==> src/rtl/ccsu_pkg.sv <==
package ccsu_pkg;

  // Request codes
  localparam logic [3:0] REQ_CHECK_IN    = 4'd0;
  localparam logic [3:0] REQ_CHECK_OUT   = 4'd1;
  localparam logic [3:0] REQ_LOCK_DOOR   = 4'd2;
  localparam logic [3:0] REQ_GET_COUNT   = 4'd3;
  localparam logic [3:0] REQ_RESET       = 4'd4;
  localparam logic [3:0] REQ_RELEASE_AP  = 4'd5;
  localparam logic [3:0] REQ_AP_WAIT     = 4'd6;
  localparam logic [3:0] REQ_RELEASE_BSP = 4'd7;
  localparam logic [3:0] REQ_BSP_WAIT    = 4'd8;

  // Status codes
  localparam logic [2:0] ST_OK      = 3'd0;
  localparam logic [2:0] ST_ABORTED = 3'd1;
  localparam logic [2:0] ST_BLOCK   = 3'd2;
  localparam logic [2:0] ST_BADIDX  = 3'd3;
  localparam logic [2:0] ST_SAT     = 3'd4;

  localparam logic [6:0] ACTIVE_CPUS_RST = 7'd64;
  localparam logic [6:0] ARRIVAL_MAX     = 7'd127;
  localparam logic [7:0] SEM_MAX         = 8'd255;

  typedef struct packed {
    logic [3:0] req_type;
    logic [5:0] cpu_index;
    logic [5:0] bsp_index;
    logic [5:0] ap_count;
  } ccsu_in_t;

  typedef struct packed {
    logic [2:0] status;
    logic [7:0] count;
  } ccsu_out_t;

endpackage

==> src/rtl/ccsu_ram.sv <==
module ccsu_ram #(
  parameter int WIDTH = 8,
  parameter int DEPTH = 64
) (
  input  logic                     clk,
  input  logic                     we,
  input  logic [$clog2(DEPTH)-1:0] waddr,
  input  logic [WIDTH-1:0]         wdata,
  input  logic                     re,
  input  logic [$clog2(DEPTH)-1:0] raddr,
  output logic [WIDTH-1:0]         rdata
);

  logic [WIDTH-1:0] mem_r [DEPTH];
  logic [WIDTH-1:0] rdata_r;

  // Read-first: a read at the address being written returns the old word.
  always_ff @(posedge clk) begin
    if (we) begin
      mem_r[waddr] <= wdata;
    end
    if (re) begin
      rdata_r <= mem_r[raddr];
    end
  end

  assign rdata = rdata_r;

endmodule

==> src/rtl/cpu_checkin_semaphore_unit.sv <==
// Processor rendezvous unit. Each request transfer on the in_ channel yields exactly one
// result transfer on the out_ channel, in order. The arrival count, door lock and the count
// recorded at lock time sit in flip-flops; the per-processor run semaphores sit in a
// synchronous RAM of MAX_CPUS bytes. A request reads its semaphore entry at the edge it is
// accepted; the stage after the RAM then decides the outcome and, as it retires, writes the
// entry back and loads the output register. The unit takes one request per cycle while
// results are taken. The throughput is set by the single RAM read-modify-write: a
// write-back that coincides with the read of the next request is forwarded to it. The
// semaphores clear at reset through a valid bit per entry, so no clearing pass is needed.
// active_cpus may only be written while no request is in flight.
module cpu_checkin_semaphore_unit #(
  parameter int MAX_CPUS = 64
) (
  input  logic                clk,
  input  logic                rst_n,
  input  logic                in_valid,
  output logic                in_stall,
  input  ccsu_pkg::ccsu_in_t  in_data,
  output logic                out_valid,
  input  logic                out_stall,
  output ccsu_pkg::ccsu_out_t out_data,
  input  logic                cfg_we,
  input  logic [6:0]          cfg_wdata
);

  import ccsu_pkg::*;

  localparam int AW = $clog2(MAX_CPUS);
  localparam logic [8:0] MAX_CPUS_W = 9'(MAX_CPUS);

  // Turns a six-bit processor index into a RAM address of the width the depth needs.
  function automatic logic [AW-1:0] to_addr(input logic [5:0] idx);
    logic [7:0] ext;
    ext = {2'b00, idx};
    return ext[AW-1:0];
  endfunction

  // Semaphore entry that a request touches: the application processor for release ap and
  // ap wait, the boot processor otherwise.
  function automatic logic [AW-1:0] sem_addr(input ccsu_in_t req);
    logic [AW-1:0] a;
    a = (req.req_type == REQ_RELEASE_AP || req.req_type == REQ_AP_WAIT) ?
        to_addr(req.cpu_index) : to_addr(req.bsp_index);
    return a;
  endfunction

  // Configuration and rendezvous state
  logic [6:0]          active_r;
  logic [6:0]          arrival_r,  arrival_nxt;
  logic                locked_r,   locked_nxt;
  logic [6:0]          cal_r,      cal_nxt;
  logic [MAX_CPUS-1:0] sem_vld_r;

  // Stage after the RAM read
  logic                s1_vld_r,   s1_vld_nxt;
  ccsu_in_t            s1_req_r;
  logic                s1_fwd_r;
  logic [7:0]          s1_fwd_data_r;

  // Output register
  logic                out_vld_r,  out_vld_nxt;
  ccsu_out_t           out_data_r, out_data_nxt;

  // RAM port signals
  logic                ram_we;
  logic [AW-1:0]       ram_waddr;
  logic [7:0]          ram_wdata;
  logic                ram_re;
  logic [AW-1:0]       ram_raddr;
  logic [7:0]          ram_rdata;

  logic                in_acc;
  logic                s1_fire;
  logic [AW-1:0]       s1_addr;
  logic [7:0]          sem_cur;
  logic                cpu_ok;
  logic                bsp_ok;
  logic                pair_ok;
  logic                aps_ok;

  // Handshake: stage 1 retires whenever the output register is empty or being emptied,
  // and a new request may enter in the same cycle.
  assign s1_fire  = s1_vld_r && (!out_vld_r || !out_stall);
  assign in_stall = s1_vld_r && !s1_fire;
  assign in_acc   = in_valid && !in_stall;

  assign ram_re    = in_acc;
  assign ram_raddr = sem_addr(in_data);
  assign s1_addr   = sem_addr(s1_req_r);

  ccsu_ram #(
    .WIDTH (8),
    .DEPTH (MAX_CPUS)
  ) u_sem_ram (
    .clk   (clk),
    .we    (ram_we),
    .waddr (ram_waddr),
    .wdata (ram_wdata),
    .re    (ram_re),
    .raddr (ram_raddr),
    .rdata (ram_rdata)
  );

  // Current semaphore value. An entry never written since reset reads as zero; a
  // write-back at the very edge this request read the RAM is taken from the forward
  // register, since the RAM returned the older word.
  always_comb begin
    if (!sem_vld_r[s1_addr]) begin
      sem_cur = 8'd0;
    end else if (s1_fwd_r) begin
      sem_cur = s1_fwd_data_r;
    end else begin
      sem_cur = ram_rdata;
    end
  end

  // An index is valid only below both active_cpus and the size of the semaphore array.
  assign cpu_ok  = ({1'b0, s1_req_r.cpu_index} < active_r) &&
                   ({3'b000, s1_req_r.cpu_index} < MAX_CPUS_W);
  assign bsp_ok  = ({1'b0, s1_req_r.bsp_index} < active_r) &&
                   ({3'b000, s1_req_r.bsp_index} < MAX_CPUS_W);
  assign pair_ok = cpu_ok && bsp_ok && (s1_req_r.cpu_index != s1_req_r.bsp_index);
  assign aps_ok  = {1'b0, s1_req_r.ap_count} < active_r;

  // Request decode and outcome. The state moves only when stage 1 retires.
  always_comb begin
    arrival_nxt  = arrival_r;
    locked_nxt   = locked_r;
    cal_nxt      = cal_r;
    ram_we       = 1'b0;
    ram_waddr    = s1_addr;
    ram_wdata    = sem_cur;
    out_data_nxt = '{status: ST_OK, count: 8'd0};

    unique case (s1_req_r.req_type)
      REQ_CHECK_IN, REQ_CHECK_OUT: begin
        if (!cpu_ok) begin
          out_data_nxt.status = ST_BADIDX;
        end else if (locked_r) begin
          out_data_nxt = '{status: ST_ABORTED, count: {1'b0, cal_r}};
        end else if (s1_req_r.req_type == REQ_CHECK_IN) begin
          if (arrival_r == ARRIVAL_MAX) begin
            out_data_nxt = '{status: ST_SAT, count: {1'b0, arrival_r}};
          end else begin
            arrival_nxt        = arrival_r + 7'd1;
            out_data_nxt.count = {1'b0, arrival_nxt};
          end
        end else begin
          if (arrival_r == 7'd0) begin
            out_data_nxt.status = ST_BLOCK;
          end else begin
            arrival_nxt        = arrival_r - 7'd1;
            out_data_nxt.count = {1'b0, arrival_nxt};
          end
        end
      end
      REQ_LOCK_DOOR: begin
        if (!cpu_ok) begin
          out_data_nxt.status = ST_BADIDX;
        end else if (locked_r) begin
          // A second lock keeps the count recorded by the first.
          out_data_nxt = '{status: ST_ABORTED, count: {1'b0, cal_r}};
        end else begin
          cal_nxt            = arrival_r;
          locked_nxt         = 1'b1;
          out_data_nxt.count = {1'b0, arrival_r};
        end
      end
      REQ_GET_COUNT: begin
        out_data_nxt.count = locked_r ? {1'b0, cal_r} : {1'b0, arrival_r};
      end
      REQ_RESET: begin
        arrival_nxt = 7'd0;
        locked_nxt  = 1'b0;
        cal_nxt     = 7'd0;
      end
      REQ_RELEASE_AP, REQ_RELEASE_BSP: begin
        if (!pair_ok) begin
          out_data_nxt.status = ST_BADIDX;
        end else if (sem_cur == SEM_MAX) begin
          out_data_nxt = '{status: ST_SAT, count: SEM_MAX};
        end else begin
          ram_we             = 1'b1;
          ram_wdata          = sem_cur + 8'd1;
          out_data_nxt.count = ram_wdata;
        end
      end
      REQ_AP_WAIT: begin
        if (!pair_ok) begin
          out_data_nxt.status = ST_BADIDX;
        end else if (sem_cur == 8'd0) begin
          out_data_nxt.status = ST_BLOCK;
        end else begin
          ram_we             = 1'b1;
          ram_wdata          = sem_cur - 8'd1;
          out_data_nxt.count = ram_wdata;
        end
      end
      REQ_BSP_WAIT: begin
        if (!bsp_ok || !aps_ok) begin
          out_data_nxt.status = ST_BADIDX;
        end else if (sem_cur < {2'b00, s1_req_r.ap_count}) begin
          out_data_nxt = '{status: ST_BLOCK, count: sem_cur};
        end else begin
          ram_we             = 1'b1;
          ram_wdata          = sem_cur - {2'b00, s1_req_r.ap_count};
          out_data_nxt.count = ram_wdata;
        end
      end
      default: begin
        // Unknown requests change nothing and report ok with a zero count.
        out_data_nxt = '{status: ST_OK, count: 8'd0};
      end
    endcase

    if (!s1_fire) begin
      arrival_nxt = arrival_r;
      locked_nxt  = locked_r;
      cal_nxt     = cal_r;
      ram_we      = 1'b0;
    end
  end

  assign s1_vld_nxt  = in_acc ? 1'b1 : (s1_fire ? 1'b0 : s1_vld_r);
  assign out_vld_nxt = s1_fire ? 1'b1 : (out_stall ? out_vld_r : 1'b0);

  always_ff @(posedge clk) begin
    if (!rst_n) begin
      active_r  <= ACTIVE_CPUS_RST;
      arrival_r <= 7'd0;
      locked_r  <= 1'b0;
      cal_r     <= 7'd0;
      sem_vld_r <= '0;
      s1_vld_r  <= 1'b0;
      out_vld_r <= 1'b0;
    end else begin
      if (cfg_we) begin
        active_r <= cfg_wdata;
      end
      arrival_r <= arrival_nxt;
      locked_r  <= locked_nxt;
      cal_r     <= cal_nxt;
      if (ram_we) begin
        sem_vld_r[ram_waddr] <= 1'b1;
      end
      s1_vld_r  <= s1_vld_nxt;
      out_vld_r <= out_vld_nxt;
    end
  end

  // Payload registers
  always_ff @(posedge clk) begin
    if (in_acc) begin
      s1_req_r      <= in_data;
      s1_fwd_r      <= ram_we && (ram_waddr == ram_raddr);
      s1_fwd_data_r <= ram_wdata;
    end
    if (s1_fire) begin
      out_data_r <= out_data_nxt;
    end
  end

  assign out_valid = out_vld_r;
  assign out_data  = out_data_r;

  // The semaphore RAM is written only by a retiring request.
  a_ram_we_on_fire: assert property (@(posedge clk) disable iff (!rst_n)
    ram_we |-> s1_fire)
    else $error("semaphore write without a retiring request");

  // The input side is stalled only while stage 1 holds a request.
  a_stall_needs_s1: assert property (@(posedge clk) disable iff (!rst_n)
    in_stall |-> s1_vld_r)
    else $error("input stalled with stage 1 empty");

  // Once locked, the door opens only through a reset request.
  a_lock_holds: assert property (@(posedge clk) disable iff (!rst_n)
    locked_r && !(s1_fire && s1_req_r.req_type == REQ_RESET) |=> locked_r)
    else $error("door lock lost without a reset request");

  // A first lock records the arrival count of that moment.
  a_lock_records: assert property (@(posedge clk) disable iff (!rst_n)
    s1_fire && s1_req_r.req_type == REQ_LOCK_DOOR && cpu_ok && !locked_r
    |=> locked_r && cal_r == $past(arrival_r))
    else $error("lock did not record the arrival count");

  // A rejected index always reports a zero count.
  a_badidx_zero: assert property (@(posedge clk) disable iff (!rst_n)
    out_vld_r && out_data_r.status == ST_BADIDX |-> out_data_r.count == 8'd0)
    else $error("bad index result with a non-zero count");

endmodule
==> config.mk <==
export PLATFORM = sky130hd
export DESIGN_NAME = cpu_checkin_semaphore_unit
export DESIGN_NICKNAME = d
export VERILOG_FILES = /design/src/rtl/ccsu_pkg.sv /design/src/rtl/ccsu_ram.sv /design/src/rtl/cpu_checkin_semaphore_unit.sv
export SDC_FILE = /design/constraint.sdc
export NUM_CORES = 1
export LEC_CHECK = 0
export BUFFER_PORTS_ARGS = -buffer_cell sky130_fd_sc_hd__buf_2
export CAP_MARGIN = 20
export CORE_UTILIZATION = 55
export CTS_CLUSTER_SIZE = 10
export DETAILED_ROUTE_END_ITERATION = 7
export PLACE_DENSITY = 0.74
export SLEW_MARGIN = 15
export SYNTH_ARGS = -nofsm -noshare
export SYNTH_HDL_FRONTEND = slang
export SYNTH_HIERARCHICAL = 1
export SYNTH_SLANG_ARGS = --single-unit
==> constraint.sdc <==
create_clock -name clk -period 8.6 [get_ports clk]
set_clock_uncertainty 0.15 [all_clocks]
set_input_delay 0.86 -clock clk [delete_from_list [all_inputs] [get_ports clk]]
set_output_delay 0.86 -clock clk [all_outputs]
set_load 0.02 [all_outputs]
==> out/results.ini, run 1 <==
[sta]
tightestPinTransition_ps=1059
hold_violations=0
period_needed_ps=7996
fin_setup_tns_ps=0
max-slew-margin-rel=0.2739
slew_violations=0
timing.final.crit_share=0.9297
fmax_mhz=125.1
report.final.setup_viol=0
rsz0062_at_grt=no
whs_ps=277.0

[cells_and_area]
drive_above_1_share=0.1783
multiInputGateArea_sq_um=9239
register_area_sq_um=18640
fill_cells=3582
diodes=0
fin_nets=2041
areaGrowthSynthToFinish_pct=10.87

[worst_setup_path]
worstSetupPathType=register to register
worstSetupStartpointType=register
r2r-start=s1_req_r[18]
setup.worst_path.end=u_sem_ram/mem_r[22][7]
crit_top_cell=a21oi_1
end_kind=register
reg2reg_depth=20
startpoint=s1_req_r[18]
max_stage_delay_ps=910
cp.arrival_ps=8080
critical_path_peak_fanout=21
reg2reg_slack_ps=600
crit_path_top_delay_cell=xor2_1
path_cells=xor2_1, a21boi_0, o22ai_1, a211o_1, a41oi_1, a21oi_1, nand4_1, buf_4, a21oi_1, fa_1, nand2_1, nor2_1, a21oi_1, o221ai_4, nand4_4, o211ai_2, and2_1, nor2b_1, nand3_1, nor2_1
timing.rr.end=u_sem_ram/mem_r[22][7]
cp_data_required_time_ps=8680

[logic_synthesis]
yosysWarnings=6
async_flop_share=0
synth.distinct_cells=84
avgSynthCellArea_sq_um=14.77
ys_ff_latch=650
synthCells=1924
synthFlopType=edfxtp_1
syn_area_sq_um=28430
synth_edf_count=562
syn-num-nets=1987
synth_seq_area_share=0.6557

[detailed_routing]
drt-total-wl_um=68960
remaining_drc_errors=0
vias=17550
dr.pass1.iters=5
wire_per_inst_um=25.73
vias_per_cell=6.550
drtIter0Drc=2259
antenna_left=0

[floorplanning]
start_util=0.5620
pin_count=47
die_h_um=229.3
die_x_um=229.3
rows=82
core_area_sq_um=50580
die_area_sq_um=52600

[global_route]
overflow=0
grt_max_degree=90
gr-usage-all-layers=0.2644
grt_pass1_wl_um=104300
grt_pass1_vias=16900
antenna_found_initial=0

[cts]
clkTransAtPathRegs_ps=60
root_buffer=clkbuf_16
cts_hold_buf=0
clock_latency_ps=620
clkSinkCount=650
post_cts_resized=0
post_cts_buffers=0
numCtsBuffers=76
htreeDepth=3
cts_tree=done
cts_buffer_depth=3

[job]
max_cap_viol_count=0

[placement]
dp_hpwl_um=43730
place_congestion=0.9486
io_buffers=46

[power_and_ir_drop]
ir_drop_mv=0.2080
p_leak_nw=10.30
p_per_area_nw_per_um2=234.4

[outcome]
status=complete, no violations

[min_path]
hold_path.class=primary input to register

==> cell usage after synthesis (all sizes together), types with 13 or more instances <==
library cell | instances | share of area
o21ai | 131 | 0.023
nand2b | 27 | 0.0059
clkbuf | 56 | 0.0074
o221ai | 17 | 0.0059
o211ai | 13 | 0.0036
mux4 | 126 | 0.10
a211oi | 16 | 0.0044
xnor2 | 16 | 0.0049
mux2 | 36 | 0.014
o22ai | 15 | 0.0033
nor2b | 41 | 0.0090
dfxtp | 88 | 0.062
ha | 28 | 0.012
and2 | 16 | 0.0035
nand2 | 159 | 0.021
inv | 29 | 0.0038
nor2 | 139 | 0.018
a22oi | 17 | 0.0045
edfxtp | 562 | 0.59
mux2i | 46 | 0.017
and3 | 15 | 0.0033
a21oi | 60 | 0.011
a221oi | 15 | 0.0046
nor3 | 24 | 0.0044
nand3 | 52 | 0.0093
buf | 47 | 0.011
==> cells by family (layout without fill, tap and decap cells) <==
kind of cell,after synthesis,count (layout),share of synthesized area
adder cells (fa/ha/maj),29,29,0.01303
flip-flops,650,650,0.6557
buffers and inverters,132,216,0.02267
XOR/XNOR,26,26,0.008011
AO/OA/AOI/OAI,359,359,0.08191
AND/OR/NAND/NOR,520,520,0.08799
multiplexers,208,208,0.1307
==> metrics by stage <==
step	total power [mW]	std cells	util	setup WS [ps]	area, sq um
floorplan	4.247	1924	-	372.6	28430
global placement	4.541	2570	0.5790	1141	29290
detailed placement	4.556	2570	0.5790	873.6	29290
CTS	7.418	2678	0.6225	812.7	31490
global route	7.610	2680	0.6231	227.5	31520
finish	7.387	2680	0.6231	604.2	31520
==> final cells by class <==
cell class                 count  share of cell area
sequential                   650              0.5914
multi-input combinational   1142              0.2932
clock buffer                 101             0.06630
tap                          672             0.02668
timing repair buffer          79             0.01556
clock inverter                 7            0.003454
inverter                      29            0.003454
==> sequential cells by signal, indices dropped and copies added (netlist names) <==
name / flops
u_sem_ram/mem_r: 512
active_r: 7
u_sem_ram/rdata: 8
sem_vld_r: 64
out_data: 11
locked_r: 1
s1_vld_r: 1
arrival_r: 7
cal_r: 7
s1_fwd_r: 1
s1_fwd_data_r: 8
out_valid: 1
s1_req_r: 22
==> worst max-delay path, delay by kind of cell, from the launching register on <==
family / cells / cell delay, ps
AO/OA/AOI/OAI: 9 / 2710
XOR/XNOR: 1 / 910
adder cells (fa/ha/maj): 1 / 330
buffers and inverters: 1 / 300
flip-flops: 1 / 580
AND/OR/NAND/NOR: 8 / 2620
==> cell usage in the layout (no fill, tap or decap), types with 16 or more instances in the layout <==
master     netlist  routed
mux4_2         126     126
buf_2           18      46
clkbuf_1        56      19
nand2b_1        27      27
edfxtp_1       562     562
a22oi_1         17      17
o221ai_1        16      16
xnor2_1         16      16
buf_4           15      32
nor2_1         139     139
nand3_1         51      50
mux2_2          36      33
o21ai_0        125     123
clkbuf_16        0      79
ha_1            28      28
nor2b_1         41      39
nand2_1        157     155
nor3_1          23      23
mux2i_1         45      45
dfxtp_1         88      88
a21oi_1         60      60
inv_1           28      28
==> per-layer routing <==
| layer | GRT usage | vias to the layer above | share of wire |
|---|---|---|---|
| met5 | 0 | - | 0 |
| met1 | 0.3796 | 8825 | 0.41 |
| li1 | - | 7622 | - |
| met3 | 0.04955 | 140 | 0.092 |
| met4 | 0.08021 | 0 | 0.027 |
| met2 | 0.4132 | 966 | 0.47 |
==> where the power goes <==
part | switching [mW] | internal [mW]
Combinational | 0.606 | 0.268
Clock | 1.19 | 1.69
Sequential | 0.0255 | 3.60
==> worst min path at each step <==
| stage | slack (ps) | start | cells after the start | to |
|---|---|---|---|---|
| after CTS | 250 | in_data[2] | 1 | s1_req_r[2] |
| final | 280 | in_data[1] | 1 | s1_req_r[1] |
| after detailed placement | 290 | sem_vld_r[20] | 2 | sem_vld_r[20] |
| after global placement | 290 | sem_vld_r[6] | 2 | sem_vld_r[6] |
| after floorplan | 270 | sem_vld_r[0] | 2 | sem_vld_r[0] |
| after global routing | 250 | in_data[2] | 1 | s1_req_r[2] |
No activity file was read; power rests on OpenSTA's default activity.
==> run 2: changes to the inputs <==
--- a/config.mk
+++ b/config.mk
@@ -7,10 +7,10 @@
 export LEC_CHECK = 0
 export BUFFER_PORTS_ARGS = -buffer_cell sky130_fd_sc_hd__buf_2
 export CAP_MARGIN = 20
-export CORE_UTILIZATION = 55
+export CORE_UTILIZATION = 57
 export CTS_CLUSTER_SIZE = 10
 export DETAILED_ROUTE_END_ITERATION = 7
-export PLACE_DENSITY = 0.74
+export PLACE_DENSITY = 0.76
 export SLEW_MARGIN = 15
 export SYNTH_ARGS = -nofsm -noshare
 export SYNTH_HDL_FRONTEND = slang
==> run 2 against run 1 <==
  * Sequential cell count stayed put
  * Register-to-register slack gained 80 ps
  * Power increased by 0.27%
  * Largest power group unchanged
  * Final area increased by 0.14%
  * Count of clock-buffer cells in the layout stayed put
  * Global-route usage increased by 2.3 points
  * Maximum frequency increased by 0.95%
  * Wire length up 3.4%
  * Critical endpoint is now u_sem_ram/mem_r[62][7]
==> out/results.ini, run 2 (synthesis results as in run 1) <==
[floorplanning]
die_x_um=225.3  ; -1.8%
die_area_sq_um=50770  ; -3.5%
rows=81  ; -1.2%
core_area_sq_um=49050  ; -3.0%
pin_count=47  ; unchanged
start_util=0.5795  ; +0.01752
die_h_um=225.3  ; -1.8%

[power_and_ir_drop]
p_per_area_nw_per_um2=234.7  ; +0.14%
p_leak_nw=10.32  ; +0.22%
ir_drop_mv=0.1734  ; -17%

[cts]
cts_buffer_depth=3  ; unchanged
cts_tree=done
numCtsBuffers=76  ; unchanged
clkTransAtPathRegs_ps=60  ; about the same
htreeDepth=3  ; unchanged
clkSinkCount=650  ; unchanged
post_cts_resized=0  ; unchanged
cts_hold_buf=0  ; unchanged
root_buffer=clkbuf_16
post_cts_buffers=0  ; unchanged
clock_latency_ps=620  ; about the same

[cells_and_area]
final_common_cell=edfxtp_1
areaGrowthSynthToFinish_pct=11.02
diodes=0  ; unchanged
drive_above_1_share=0.1797  ; +0.001405
reg_top3=u_sem_ram/mem_r x512, sem_vld_r x64, s1_req_r x22
register_area_sq_um=18640  ; unchanged
largest_reg_flops=512  ; unchanged
final_cells=2673  ; -0.26%
layout_common_cells=edfxtp_1, nand2_1, nor2_1, mux4_2, o21ai_0
fill_cells=3444  ; -3.9%
fin_nets=2042  ; +0.049%
multiInputGateArea_sq_um=9241  ; about the same
regMostFlops=u_sem_ram/mem_r

[placement]
io_buffers=46  ; unchanged
dp_cells=2564  ; -0.23%
place_congestion=0.9719  ; +2.5%
dp_hpwl_um=44080  ; +0.79%

[detailed_routing]
dr.pass1.iters=7  ; +2
vias_per_cell=6.702  ; +2.3%
drt-total-wl_um=71330  ; +3.4%
drtIter0Drc=2304  ; +2.0%
remaining_drc_errors=0  ; unchanged
antenna_left=0  ; unchanged
vias=17920  ; +2.1%
wire_per_inst_um=26.68  ; +3.7%

[sta]
timing.final.crit_share=0.9210  ; -0.008781
fin_setup_tns_ps=0  ; unchanged
report.final.setup_viol=0  ; unchanged
slew_violations=0  ; unchanged
tightestPinTransition_ps=1083  ; +24.42 ps
fmax_mhz=126.3  ; +0.95%
max-slew-margin-rel=0.2572  ; -0.01675
period_needed_ps=7920  ; -75.52 ps
rsz0062_at_grt=no
hold_violations=0  ; unchanged

[worst_setup_path]
critPathBufInv=4  ; +3
end_kind=register
critical_path_peak_fanout=15  ; -29%
cp_data_required_time_ps=8690  ; about the same
max_stage_delay_ps=910  ; about the same
critPathTopFamily=simple AND/OR/NAND/NOR gates
crit_path_top_delay_cell=xor2_1
cp.arrival_ps=8010  ; -70 ps
path_cells=xor2_1, nand2_2, mux2i_4, inv_1, and2_1, a22oi_1, nand4_1, nor2_1, buf_4, inv_1, ha_1, inv_1, fa_1, nand2_1, nor2_1, a21oi_1, o221ai_4, nand4_4, o211ai_2, and2_1, nor2b_1, nand3_1, nor2_1
worstSetupPathType=register to register
worstSetupStartpointType=register

[job]
max_cap_viol_count=0  ; unchanged

[global_route]
overflow=0  ; unchanged
grt_pass1_vias=17470  ; +3.4%
grt_pass1_wl_um=107500  ; +3.0%
antenna_found_initial=0  ; unchanged
grt_max_degree=90  ; unchanged
gr-usage-all-layers=0.2871  ; +0.02274

[min_path]
hold_path.class=primary input to register

[outcome]
status=complete, no violations

==> run 2: cell types whose count changed in the layout (fill, tap and decap cells not counted), sizes merged <==
cell	delta
buf	+1
==> run 2: worst reg2reg max path: cells and delay by family, from the launching register on <==
family,cells,cell delay [ps]
buffers and inverters,4,610
multiplexers,1,370
AND/OR/NAND/NOR,11,3430
adder cells (fa/ha/maj),2,440
XOR/XNOR,1,910
AO/OA/AOI/OAI,4,1030
flip-flops,1,580
==> run 2: routing by layer <==
layer,vias up,GRT usage,share of wire
li1,7615,-,-
met1,9032,0.3904,0.39
met2,1073,0.4578,0.47
met3,195,0.05841,0.093
met4,0,0.1135,0.038
met5,-,0,0
==> run 2: through the flow <==
step / cell area, sq um / power, mW / utilization / setup WS [ps] / hold WS [ps]
after floorplan: 28430 / 4.247 / - / 372.6 / 268.7
after global placement: 29330 / 4.546 / 0.5979 / 1231 / 286.7
after detailed placement: 29330 / 4.560 / 0.5979 / 872.7 / 294.3
after CTS: 31530 / 7.434 / 0.6428 / 818.0 / 250.7
after global routing: 31560 / 7.618 / 0.6434 / 189.3 / 259.4
final: 31560 / 7.407 / 0.6434 / 679.7 / 273.0
==> run 2: path summary, 6_finish.rpt <==
kind | startpoint | end | slack [ps] | depth (start not counted)
setup / recovery | s1_req_r[18] | u_sem_ram/mem_r[62][7] | 680 | 23
hold / removal | in_data[2] | s1_req_r[2] | 270 | 1
hold reg to reg | sem_vld_r[46] | sem_vld_r[46] | 300 | 2
setup reg to reg | s1_req_r[18] | u_sem_ram/mem_r[62][7] | 680 | 23
==> run 2: final cells by class <==
| class | instances | area share |
|---|---|---|
| well taps | 664 | 0.02633 |
| inverters | 29 | 0.003449 |
| clock buffers | 101 | 0.06621 |
| multi-input cells | 1142 | 0.2928 |
| repair buffers | 80 | 0.01697 |
| flip-flops and latches | 650 | 0.5906 |
| clock inverters | 7 | 0.003608 |
==> run 2: where the power goes <==
part / switching (mW) / internal [mW]
Combinational: 0.609 / 0.275
Clock: 1.20 / 1.69
Sequential: 0.0253 / 3.60
